`src/hdl/smeu_pkg.sv`:
```
// ----------------------------------------------------------------------------
// smeu_pkg
// Shared constants, opcodes, fault codes and stack control types for the
// stack machine execute unit.
// ----------------------------------------------------------------------------
package smeu_pkg;

  // sizes; program depth and register count are powers of two
  localparam int PROGRAM_DEPTH = 4096;
  localparam int STACK_DEPTH   = 64;
  localparam int REG_COUNT     = 256;

  localparam int PC_W   = $clog2(PROGRAM_DEPTH);
  localparam int CNT_W  = $clog2(STACK_DEPTH + 1);
  localparam int RIDX_W = $clog2(REG_COUNT);

  // fixed field widths
  localparam int TYPE_W   = 4;
  localparam int IMM_W    = 32;
  localparam int TGT_W    = 12;
  localparam int RIN_W    = 8;
  localparam int IP_W     = 12;
  localparam int DATA_W   = 64;
  localparam int FAULT_W  = 2;

  // call saves the return address here
  localparam int LINK_REG = 1;

  typedef enum logic [TYPE_W-1:0] {
    OP_PRINT = 4'd0,
    OP_PUSH  = 4'd1,
    OP_POP   = 4'd2,
    OP_ADD   = 4'd3,
    OP_MUL   = 4'd4,
    OP_JMP   = 4'd5,
    OP_DUP   = 4'd6,
    OP_REGST = 4'd7,
    OP_REGLD = 4'd8,
    OP_CALL  = 4'd9,
    OP_RET   = 4'd10,
    OP_JZ    = 4'd11,
    OP_EXIT  = 4'd12,
    OP_START = 4'd13
  } op_e;

  typedef enum logic [FAULT_W-1:0] {
    FAULT_OK     = 2'd0,
    FAULT_UNDER  = 2'd1,
    FAULT_OVER   = 2'd2,
    FAULT_HALTED = 2'd3
  } fault_e;

  // what a stack cell loads this cycle
  typedef enum logic [1:0] {
    SH_HOLD = 2'd0,  // keep own value
    SH_DOWN = 2'd1,  // take neighbor nearer the top (or new top value)
    SH_UP   = 2'd2   // take neighbor nearer the bottom
  } shift_e;

  typedef struct packed {
    shift_e top_shift;   // applies to the top cell
    shift_e rest_shift;  // applies to every other cell
  } stack_ctrl_t;

endpackage

```
`src/hdl/smeu_cell.sv`:
```
// ----------------------------------------------------------------------------
// smeu_cell
// One operand stack entry; loads from a neighbor or holds, as told.
// ----------------------------------------------------------------------------
module smeu_cell (
  input  logic                       clk_i,
  input  smeu_pkg::stack_ctrl_t      ctrl_i,
  input  logic                       is_top_i,
  input  logic [smeu_pkg::DATA_W-1:0] above_i,
  input  logic [smeu_pkg::DATA_W-1:0] below_i,
  output logic [smeu_pkg::DATA_W-1:0] data_o,
  output logic [smeu_pkg::DATA_W-1:0] next_o
);
  import smeu_pkg::*;

  logic [DATA_W-1:0] data_q, data_d;
  shift_e            shift;

  // top cell has its own control
  assign shift = is_top_i ? ctrl_i.top_shift : ctrl_i.rest_shift;

  // neighbor select
  always_comb begin
    unique case (shift)
      SH_HOLD: data_d = data_q;
      SH_DOWN: data_d = above_i;
      SH_UP:   data_d = below_i;
      default: data_d = data_q;
    endcase
  end

  always_ff @(posedge clk_i) begin
    data_q <= data_d;
  end

  assign data_o = data_q;
  assign next_o = data_d;

endmodule

```
`config.mk`:
```
export PLATFORM = sky130hd
export DESIGN_NAME = smeu_cell
export DESIGN_NICKNAME = d
export VERILOG_FILES = /design/src/hdl/smeu_pkg.sv /design/src/hdl/smeu_cell.sv
export SDC_FILE = /design/constraint.sdc
export NUM_CORES = 1
export LEC_CHECK = 0
export BUFFER_PORTS_ARGS = -buffer_cell sky130_fd_sc_hd__buf_2
export CAP_MARGIN = 20
export CORE_AREA = 2 2 102 104
export CTS_CLUSTER_DIAMETER = 80
export CTS_CLUSTER_SIZE = 14
export DETAILED_ROUTE_END_ITERATION = 16
export DIE_AREA = 0 0 104 106
export HOLD_SLACK_MARGIN = 0.03
export PLACE_DENSITY = 0.8
export SLEW_MARGIN = 20
export SYNTH_ARGS = -nofsm -noshare
export SYNTH_HDL_FRONTEND = slang
export SYNTH_SLANG_ARGS = --single-unit
```
`constraint.sdc`:
```
create_clock -name clk_i -period 2.5 [get_ports clk_i]
set_clock_uncertainty 0.15 [all_clocks]
set_input_delay 0.5 -clock clk_i [delete_from_list [all_inputs] [get_ports clk_i]]
set_output_delay 0.5 -clock clk_i [all_outputs]
set_load 0.05 [all_outputs]
```
# Yosys cells after proc, flatten, opt, wreduce, memory -nomap -nowiden
# Cells that the tools add are included.
[word_totals] regBits=64 inputBits=134 output_inout_bits=128 wordCells=5
[op_classes] eq_ne=2 n_mux=2
[ops] operator="$pmux W64 S2" n=1
[ops] operator="$eq A2 B1 Y1 const B" n=1
[ops] operator="$eq A2 B2 Y1 const B" n=1
[ops] operator="$mux W2" n=1

# Longest topological paths before layout
# Gate-level depths: netlist of run 1.
[depth] depth_word=3 mapped_depth=7 ltp_nobuf=5

# Worst setup path before layout of run 1
# Ideal clock, no wire load.
[synth_timing] kind="input port to output port" startpoint="in is_top_i" endpoint="out next_o[0] in the netlist's numbering" arrival_time_ps=2348 required_ps=1850 path_slack_ps=-498 cell_stages=5 path_buffers=1 path_cell_list="mux2i_1 inv_1 ha_1 buf_4 o21ai_0"
[synth_between] elab_chain_cells=3 word_cells_on_any_way=4 cone_classes="2 x eq/ne; 2 x mux"
[synth_lines] element="start: declaration" line="smeu_cell.sv:8" rtl="input logic is_top_i,"
[synth_lines] element="$mux W2 *" line="smeu_cell.sv:20" rtl="assign shift = is_top_i ? ctrl_i.top_shift : ctrl_i.rest_shift;"
[synth_lines] element="$eq A2 B2 Y1 or $eq A2 B1 Y1 (tied branches)" line="smeu_cell.sv:24" rtl="unique case (shift)"
[synth_lines] element="$pmux W64 S2 *" line="smeu_cell.sv:24"
[synth_lines] element="end: declaration" line="smeu_cell.sv:12" rtl="output logic [smeu_pkg::DATA_W-1:0] next_o"
# Every way passes the cells marked *; elsewhere a longest branch is shown, timed or not.

# Worst setup path in the final report of run 1
[layout_timing] startpoint="in is_top_i" endpoint="out next_o[54] in the netlist's numbering"
# Same word-level chain as after synthesis.

==> results of run 1 <==
per-stage QoR:
step | instance area (µm²) | worst slack, ns | cells | power, mW
2_1_floorplan | 3570 | -0.102 | 290 | 3.44
3_3_place_gp | 5120 | -0.163 | 691 | 4.06
3_5_place_dp | 5120 | -0.234 | 691 | 4.11
4_1_cts | 6170 | -0.134 | 725 | 5.41
5_1_grt | 6310 | -0.163 | 730 | 5.70
6_report | 6310 | -0.100 | 730 | 5.51
metal layers:
layer | wire length [µm] | vias up | share of wire, % | GRT usage (%)
li1 | - | 1661 | - | -
met1 | 4430 | 1704 | 33 | 21.5
met2 | 7510 | 176 | 57 | 45.1
met3 | 857 | 32 | 6.5 | 6.68
met4 | 452 | 0 | 3.4 | 9.07
met5 | 0 | - | 0 | 0
Yosys cell counts:
master	instances
a22oi_2	60
buf_12	6
buf_4	9
o21ai_1	3
dfxtp_1	64
o21ai_2	60
nand2_1	64
inv_1	2
mux2i_1	2
buf_6	7
buf_2	6
o21ai_0	1
ha_1	2
a22oi_1	4
final cells by class:
cell class / instances / area (µm²) / share of cell area [%]
clock inverters: 1 / 5.00 / 0.0793
repair buffers: 319 / 2530 / 40.1
clock buffers: 12 / 155 / 2.46
multi-input cells: 196 / 2160 / 34.3
inverters: 2 / 7.51 / 0.119
well taps: 136 / 170 / 2.70
flip-flops and latches: 64 / 1280 / 20.3
what timing repair did:
action | CTS | global route
cloned | 9 | 3
gates resized for setup | 167 | 38
setup buffers | 13 | 9
pin swaps | 13 | 29
endpoints found under the setup margin | 64 | 64
cells in the final DEF, fill, tap and decap left out, types with 10 or more instances in the layout:
| cell | n |
|---|---|
| nand2_1 | 48 |
| buf_4 | 25 |
| clkbuf_8 | 11 |
| dfxtp_1 | 64 |
| buf_12 | 10 |
| a22oi_2 | 64 |
| o21ai_4 | 53 |
| buf_2 | 196 |
| buf_6 | 71 |
| o21ai_2 | 11 |
worst paths after layout:
| check | from | end | slack (ns) | cells past startpoint |
|---|---|---|---|---|
| hold reg to reg | data_o[59] | data_o[59] | 0.34 | 2 |
| hold / removal | above_i[11] | data_o[11] | 0.30 | 3 |
| setup reg to reg | data_o[49] | data_o[49] | 1.61 | 3 |
| setup / recovery | is_top_i | next_o[54] | -0.10 | 9 |
power groups by stage:
stage               Clock [mW]  Combinational (mW)  Sequential, mW
floorplan                    0                1.45            1.99
global placement             0                2.74            1.32
detailed placement           0                2.78            1.33
CTS                      0.801                3.29            1.32
global route             0.856                3.50            1.35
finish                   0.794                3.38            1.33
worst register-to-register path: stages, from the launching register on:
cell and delay (ns):
dfxtp_1 0.32, nand2_1 0.11, o21ai_4 0.08, buf_4 0.14
logic make-up (layout without fill, tap and decap cells):
family                     count (synthesis)  after routing  share of synthesized area, %
buffers and inverters                     30            334                          9.51
DFF                                       64             64                          40.1
and+or+nand+nor                           64             64                          7.51
muxes                                      2              2                         0.626
adders and majority gates                  2              2                         0.783
AOI/OAI and AO/OA                        128            128                          41.5
==> results.cfg, run 1 <==
[critical_path]
slowest_delay_ns = 0.29
crit_path_top_delay_cell = ha_4
crit_path_max_fanout = 11
worst-setup-path-type = in -> out
worst_ep_required_time_ns = 1.85
critical-path-top-delay-family = buffers and inverters
worst_setup_path_start_kind = input pin
path_cells = buf_8, mux2i_4, inv_2, ha_4, buf_12, buf_16, buf_12, o21ai_4, buf_6
cp_num_buf_inv = 6
crit_top_cell = buf_12
end_kind = output port
cp.arrival_ns = 1.95

[cts]
cts_inserted_buffers = 9
clock_path_buffers = 2
root_buffer = clkbuf_8
insertion_delay_ns = 0.34
clk_pin_slew_ns = 0.07
cts_tree = built
cts_hold_buffers = 0
cts_sinks = 64
clock_tree.htree_level_count = 3

[final_layout]
diodes = 0
largest_reg_flops = 64
fill_cells = 763
utilization_pct = 63.1
nets = 728
layout-drive-gt1-share_pct = 80.8
syn_to_final_growth_pct = 97.4

[placed_design]
place.gp.congestion = 0.778
portBuffers = 261
dp_hpwl_um = 7990

[floorplan]
ioPinCount = 262
rows = 37
core-area_mm2 = 0.0100
die_x_um = 104
die_area_mm2 = 0.0110
initial_core_util_pct = 32.0
die_h_um = 106

[global_route]
antenna_found_initial = 0
grtUsageTotal_pct = 22.6
grt_overflow_total = 0
grt_pass1_vias = 3869
grt_max_degree = 40
grt_pass1_wl_um = 19600

[timing]
finalCriticalPeriod_ns = 2.60
rsz0062_at_grt = yes
tightest_slew_ns = 0.286
setup_viol = 51
finalHoldViolCount = 0
fmax_mhz = 385
tns_ns = -2.39
setup_ws_ns = -0.100
slew_viol_final = 0
slew-limit-headroom_pct = 81.1
timing.final.crit_share_pct = 104
fin_hold_ws_ns = 0.300

[synthesis]
yosys_warnings = 0
syn_avg_cell_area_um2 = 11.0
ys_types = 14
syn-cell-area_mm2 = 0.00320
yosysTopAreaCellShare_pct = 40.1
ys_seq_area_share_pct = 40.1
yosys.area.top_type = dfxtp_1
synthTopCellsByArea = dfxtp_1, a22oi_2, o21ai_2
ys_ff_latch = 64
postSynthCellCount = 290
syn_nets = 426

[power_and_ir_drop]
p_leak_nw = 2.83
p_comb_share_pct = 61.4
pwr-share-seq_pct = 24.1
p_sw_share_pct = 49.7
ir_drop_v = 0.000426
cellPowerDensity_mw_per_mm2 = 873
power_switching_mw = 2.74
power.internal_mw = 2.77
clock_power_share_pct = 14.4

[route]
dr_total_vias = 3573
drc = 0
totalWireLength_um = 13300
drtAntennaViolNets = 0
first_pass_iters = 4
viasPerCell = 4.89
drt_iter0_drc = 85
wl_per_cell_um = 18.2

[hold_path]
hp-class = in -> reg

[run_status]
status = finished with violations
violations = negative setup slack

[run]
maxCapViolations = 0
No activity file was read; power rests on OpenSTA's default activity.
==> inputs of run 2 (changes only) <==
Clock period 2.5 ns to 3.2 ns, I/O delays scaled along.
==> results.cfg, run 2 (synthesis gave the netlist of run 1 again) <==
[floorplan]
die_x_um = 104
initial_core_util_pct = 32.0
rows = 37
die_h_um = 106
ioPinCount = 262
core-area_mm2 = 0.0100
die_area_mm2 = 0.0110

[timing]
finalHoldViolCount = 0
finalCriticalPeriod_ns = 3.10
rsz0062_at_grt = no
slew_viol_final = 0
fmax_mhz = 323
setup_viol = 0
tns_ns = 0
slew-limit-headroom_pct = 76.7
tightest_slew_ns = 0.341
timing.final.crit_share_pct = 96.7

[run]
maxCapViolations = 0

[route]
drtAntennaViolNets = 0
viasPerCell = 4.69
wl_per_cell_um = 14.0
totalWireLength_um = 9560
dr_total_vias = 3196
first_pass_iters = 4
drt_iter0_drc = 103
drc = 0

[placed_design]
place.gp.congestion = 0.780
portBuffers = 261
dp_hpwl_um = 7270
placed_cells = 665

[final_layout]
largest_reg_flops = 64
final_cell_mix = buf_2, nand2_1, dfxtp_1, a22oi_2, o21ai_2
diodes = 0
layout_commonest_cell = buf_2
utilization_pct = 47.1
layout-drive-gt1-share_pct = 74.0
nets = 677
syn_to_final_growth_pct = 47.5
final_cells = 682

[run_status]
status = completed

[global_route]
grt_overflow_total = 0
grt_pass1_wl_um = 15200
grtUsageTotal_pct = 16.7
antenna_found_initial = 0
grt_max_degree = 68
grt_pass1_vias = 3207

[cts]
cts_hold_buffers = 0
cts_inserted_buffers = 9
post_cts_buffers = 0
insertion_delay_ns = 0.33
cts_tree = built
clk_pin_slew_ns = 0.07
clock_path_buffers = 2
root_buffer = clkbuf_8
cts_sinks = 64
clock_tree.htree_level_count = 3

[critical_path]
worst-setup-path-type = in -> out
crit_path_max_fanout = 67
worst_setup_path_start_kind = input pin
cp.arrival_ns = 2.31
end_kind = output port
worst_ep_required_time_ns = 2.41

[hold_path]
hp-class = reg -> reg

[power_and_ir_drop]
power_mw = 3.55
cellPowerDensity_mw_per_mm2 = 754
p_leak_nw = 2.28
ir_drop_v = 0.000376
run 2: changes by cell type in the layout (fill, tap and decap cells not counted), moves of 8 or more:
cell     previous run  this run
buf_6              71         0
buf_2             196       261
o21ai_4            53         0
o21ai_2            11        60
buf_4              25         1
nand2_1            48        64
buf_8               8         0
nand2_2             8         0
nand2_4             8         0
run 2: timing repair:
action	CTS	global route
setup endpoints to repair	0	2
endpoints found under the hold margin	0	0
resized for setup	0	2
run 2: final timing paths:
path	cells past startpoint	to	slack, ns	startpoint
worst max-delay path	8	next_o[0]	0.10	is_top_i
worst min-delay path	2	data_o[24]	0.32	data_o[24]
worst max register to register	2	data_o[61]	2.39	data_o[61]
worst min register to register	2	data_o[24]	0.32	data_o[24]
run 2: metal layers:
metal | vias to the layer above | wire, µm | global-route usage [%]
met5 | - | 0 | 0
met2 | 147 | 5070 | 30.2
li1 | 1580 | - | -
met4 | 0 | 95 | 4.63
met3 | 9 | 816 | 6.13
met1 | 1460 | 3580 | 18.5
run 2: layout make-up:
cell class / count / area (µm²)
multi-input cells: 196 / 1640
well taps: 136 / 170
clock buffers: 12 / 145
flip-flops and latches: 64 / 1280
inverters: 2 / 7.51
repair buffers: 268 / 1450
clock inverters: 4 / 20.0
fillers: 985 / 5290
run 2: where the power goes:
part	internal [mW]	total (mW)	leakage (nW)	switching, mW
Clock	0.298	0.601	0.0899	0.303
Sequential	0.948	1.02	0.531	0.0722
Combinational	0.447	1.93	1.65	1.49
Total	1.69	3.55	2.28	1.86
run 2: worst max-delay path: stages:
cell     delay (ns)
buf_2          0.11
mux2i_1        0.25
inv_1          0.10
ha_4           0.32
buf_16         0.27
nand2_1        0.12
o21ai_1        0.13
buf_2          0.30
run 2: metrics by stage:
| step | setup slack, ns | cell area (µm²) | hold slack [ns] |
|---|---|---|---|
| 6_report | 0.104 | 4710 | 0.317 |
| 2_1_floorplan | 0.318 | 3200 | 0.743 |
| 3_5_place_dp | 0.108 | 4510 | 0.302 |
| 5_1_grt | 0.0127 | 4710 | 0.339 |
| 4_1_cts | 0.0661 | 4670 | 0.321 |
| 3_3_place_gp | 0.219 | 4510 | 0.294 |
==> inputs of run 3 (changes only) <==
Settings changed: ABC_AREA from default to 1, CORE_AREA 2 2 102 104 to 2 2 101 103, DIE_AREA 0 0 104 106 to 0 0 103 105, PLACE_DENSITY 0.8 to 0.69.
==> results.cfg, run 3 <==
[cts]
clock_tree.htree_level_count = 3
insertion_delay_ns = 0.33
clk_pin_slew_ns = 0.07
root_buffer = clkbuf_8
clock_path_buffers = 2
cts_resized = 0
post_cts_buffers = 0
cts_hold_buffers = 0
cts_sinks = 64
cts_tree = built
cts_inserted_buffers = 9

[synthesis]
syn_nets = 622
ys_top_cells_by_count = nand2_1, dfxtp_1, buf_6, buf_4, clkbuf_8
ys_seq_area_share_pct = 41.6
ys_types = 9
synthTopCellsByArea = nand2_1, dfxtp_1, buf_6
ys_ff_latch = 64
postSynthCellCount = 486
synth_top_flop_cell = dfxtp_1
syn_avg_cell_area_um2 = 6.34
syn-cell-area_mm2 = 0.00308
async_flop_share_pct = 0
synth_edf_count = 0
yosys.area.top_type = nand2_1
yosysMostFrequentCell = nand2_1
yosysTopAreaCellShare_pct = 47.0
yosys_warnings = 0

[route]
totalWireLength_um = 9510
drtAntennaViolNets = 0
dr_total_vias = 3711
first_pass_iters = 4
drt_iter0_drc = 82
wl_per_cell_um = 10.8
viasPerCell = 4.23
drc = 0

[power_and_ir_drop]
cellPowerDensity_mw_per_mm2 = 791
power_mw = 3.68
p_leak_nw = 2.99
ir_drop_v = 0.000406

[timing]
setup_viol = 0
finalCriticalPeriod_ns = 2.94
rsz0062_at_grt = no
timing.final.crit_share_pct = 91.8
finalHoldViolCount = 0
tns_ns = 0
tightest_slew_ns = 0.286
fmax_mhz = 341
slew-limit-headroom_pct = 80.7
slew_viol_final = 0

[critical_path]
slowest_delay_ns = 0.38
worst-setup-path-type = in -> out
critical-path-top-delay-family = buffers and inverters
worst_ep_required_time_ns = 2.41
crit_path_max_fanout = 37
path_cells = buf_2, o21ai_0, ha_2, inv_2, buf_12, nand2_1, nand2_1, buf_2
worst_setup_path_start_kind = input pin
cp_num_buf_inv = 4
end_kind = output port
cp.arrival_ns = 2.15
reg2reg_from = data_o[62]
rrSetupSlack_ns = 2.49
crit_path_top_delay_cell = ha_2
reg2reg_depth = 2
r2r_end = data_o[62]

[global_route]
grt_max_degree = 46
antenna_found_initial = 0
grt_pass1_vias = 3371
grt_overflow_total = 0
grt_pass1_wl_um = 14600
grtUsageTotal_pct = 17.1

[final_layout]
layout-drive-gt1-share_pct = 38.8
largest_reg_flops = 64
multi_input_comb_area_mm2 = 0.00149
diodes = 0
fill_cells = 1063
layout_commonest_cell = nand2_1
syn_to_final_growth_pct = 51.2
nets = 876
register_area_mm2 = 0.00128
final_cell_mix = nand2_1, buf_2, dfxtp_1, clkbuf_8, buf_12

[floorplan]
rows = 36
core-area_mm2 = 0.00964
die_area_mm2 = 0.0108
initial_core_util_pct = 32.0
ioPinCount = 262
die_x_um = 103
die_h_um = 105

[placed_design]
portBuffers = 261
dp_hpwl_um = 7390
place.gp.congestion = 0.810

[hold_path]
hold-path-endpoint = data_o[60]
hp-start = data_o[60]
hp-class = reg -> reg
min_path_cells = 2

[run]
maxCapViolations = 0

[run_status]
status = completed
run 3: cell types whose count changed after synthesis, moves of 2 or more:
cell,delta
buf_12,-6
o21ai_1,-3
clkbuf_8,+6
inv_1,+2
buf_6,+8
a22oi_1,-4
mux2i_1,-2
buf_2,-6
a22oi_2,-60
o21ai_2,-60
buf_4,-3
nand2_1,+322
run 3: worst max path at each step:
| stage | startpoint | endpoint | slack [ns] | depth (start not counted) |
|---|---|---|---|---|
| 2_1_floorplan | ctrl_i[0] | next_o[10] | 0.49 | 7 |
| 3_3_place_gp | is_top_i | next_o[36] | 0.23 | 9 |
| 3_5_place_dp | is_top_i | next_o[26] | 0.22 | 9 |
| 4_1_cts | is_top_i | next_o[26] | 0.22 | 9 |
| 5_1_grt | is_top_i | next_o[10] | 0.07 | 9 |
| 6_report | is_top_i | next_o[14] | 0.26 | 8 |
run 3: where the power goes:
group | switching, mW | internal (mW)
clock | 0.312 | 0.503
sequential | 0.0663 | 0.949
combinational | 1.46 | 0.394
total | 1.84 | 1.85
run 3: kinds of logic (layout without fill, tap and decap cells):
kind of cell | count (synthesis) | after routing | share of synthesized area, %
and+or+nand+nor | 386 | 386 | 47.0
DFF | 64 | 64 | 41.6
buffers and inverters | 32 | 291 | 10.2
adders and majority gates | 2 | 2 | 0.812
AOI/OAI and AO/OA | 2 | 2 | 0.325
run 3: metrics by stage:
step / instances / utilization [%] / setup WS [ns] / hold WS [ns] / cell area [µm²]
finish: 878 / 48.3 / 0.263 / 0.313 / 4660
detailed placement: 862 / 45.8 / 0.220 / 0.304 / 4420
floorplan: 486 / - / 0.495 / 0.902 / 3080
global route: 878 / 48.3 / 0.0740 / 0.334 / 4660
global placement: 862 / 45.8 / 0.235 / 0.299 / 4420
CTS: 878 / 48.3 / 0.221 / 0.318 / 4660
run 3: metal layers:
layer  share of wire (%)  up-vias  GRT usage, %
met5                   0        -             0
met4                 2.3        0          6.86
met3                 8.3       21          4.82
met2                  51      156          31.8
met1                  39     1577          17.6
li1                    -     1957             -
run 3: area by class of cell:
type                    count  area share (%)
multi-input cells         390            32.0
flip-flops and latches     64            27.5
well taps                 133            3.57
clock buffers              12            3.55
clock inverters             4            1.61
inverters                   5           0.403
repair buffers            270            31.4
run 3: worst min-delay path, delay by kind of cell (launching register included):
| family | cells | cell delay (ns) |
|---|---|---|
| simple gates | 2 | 0.10 |
| flops | 1 | 0.31 |
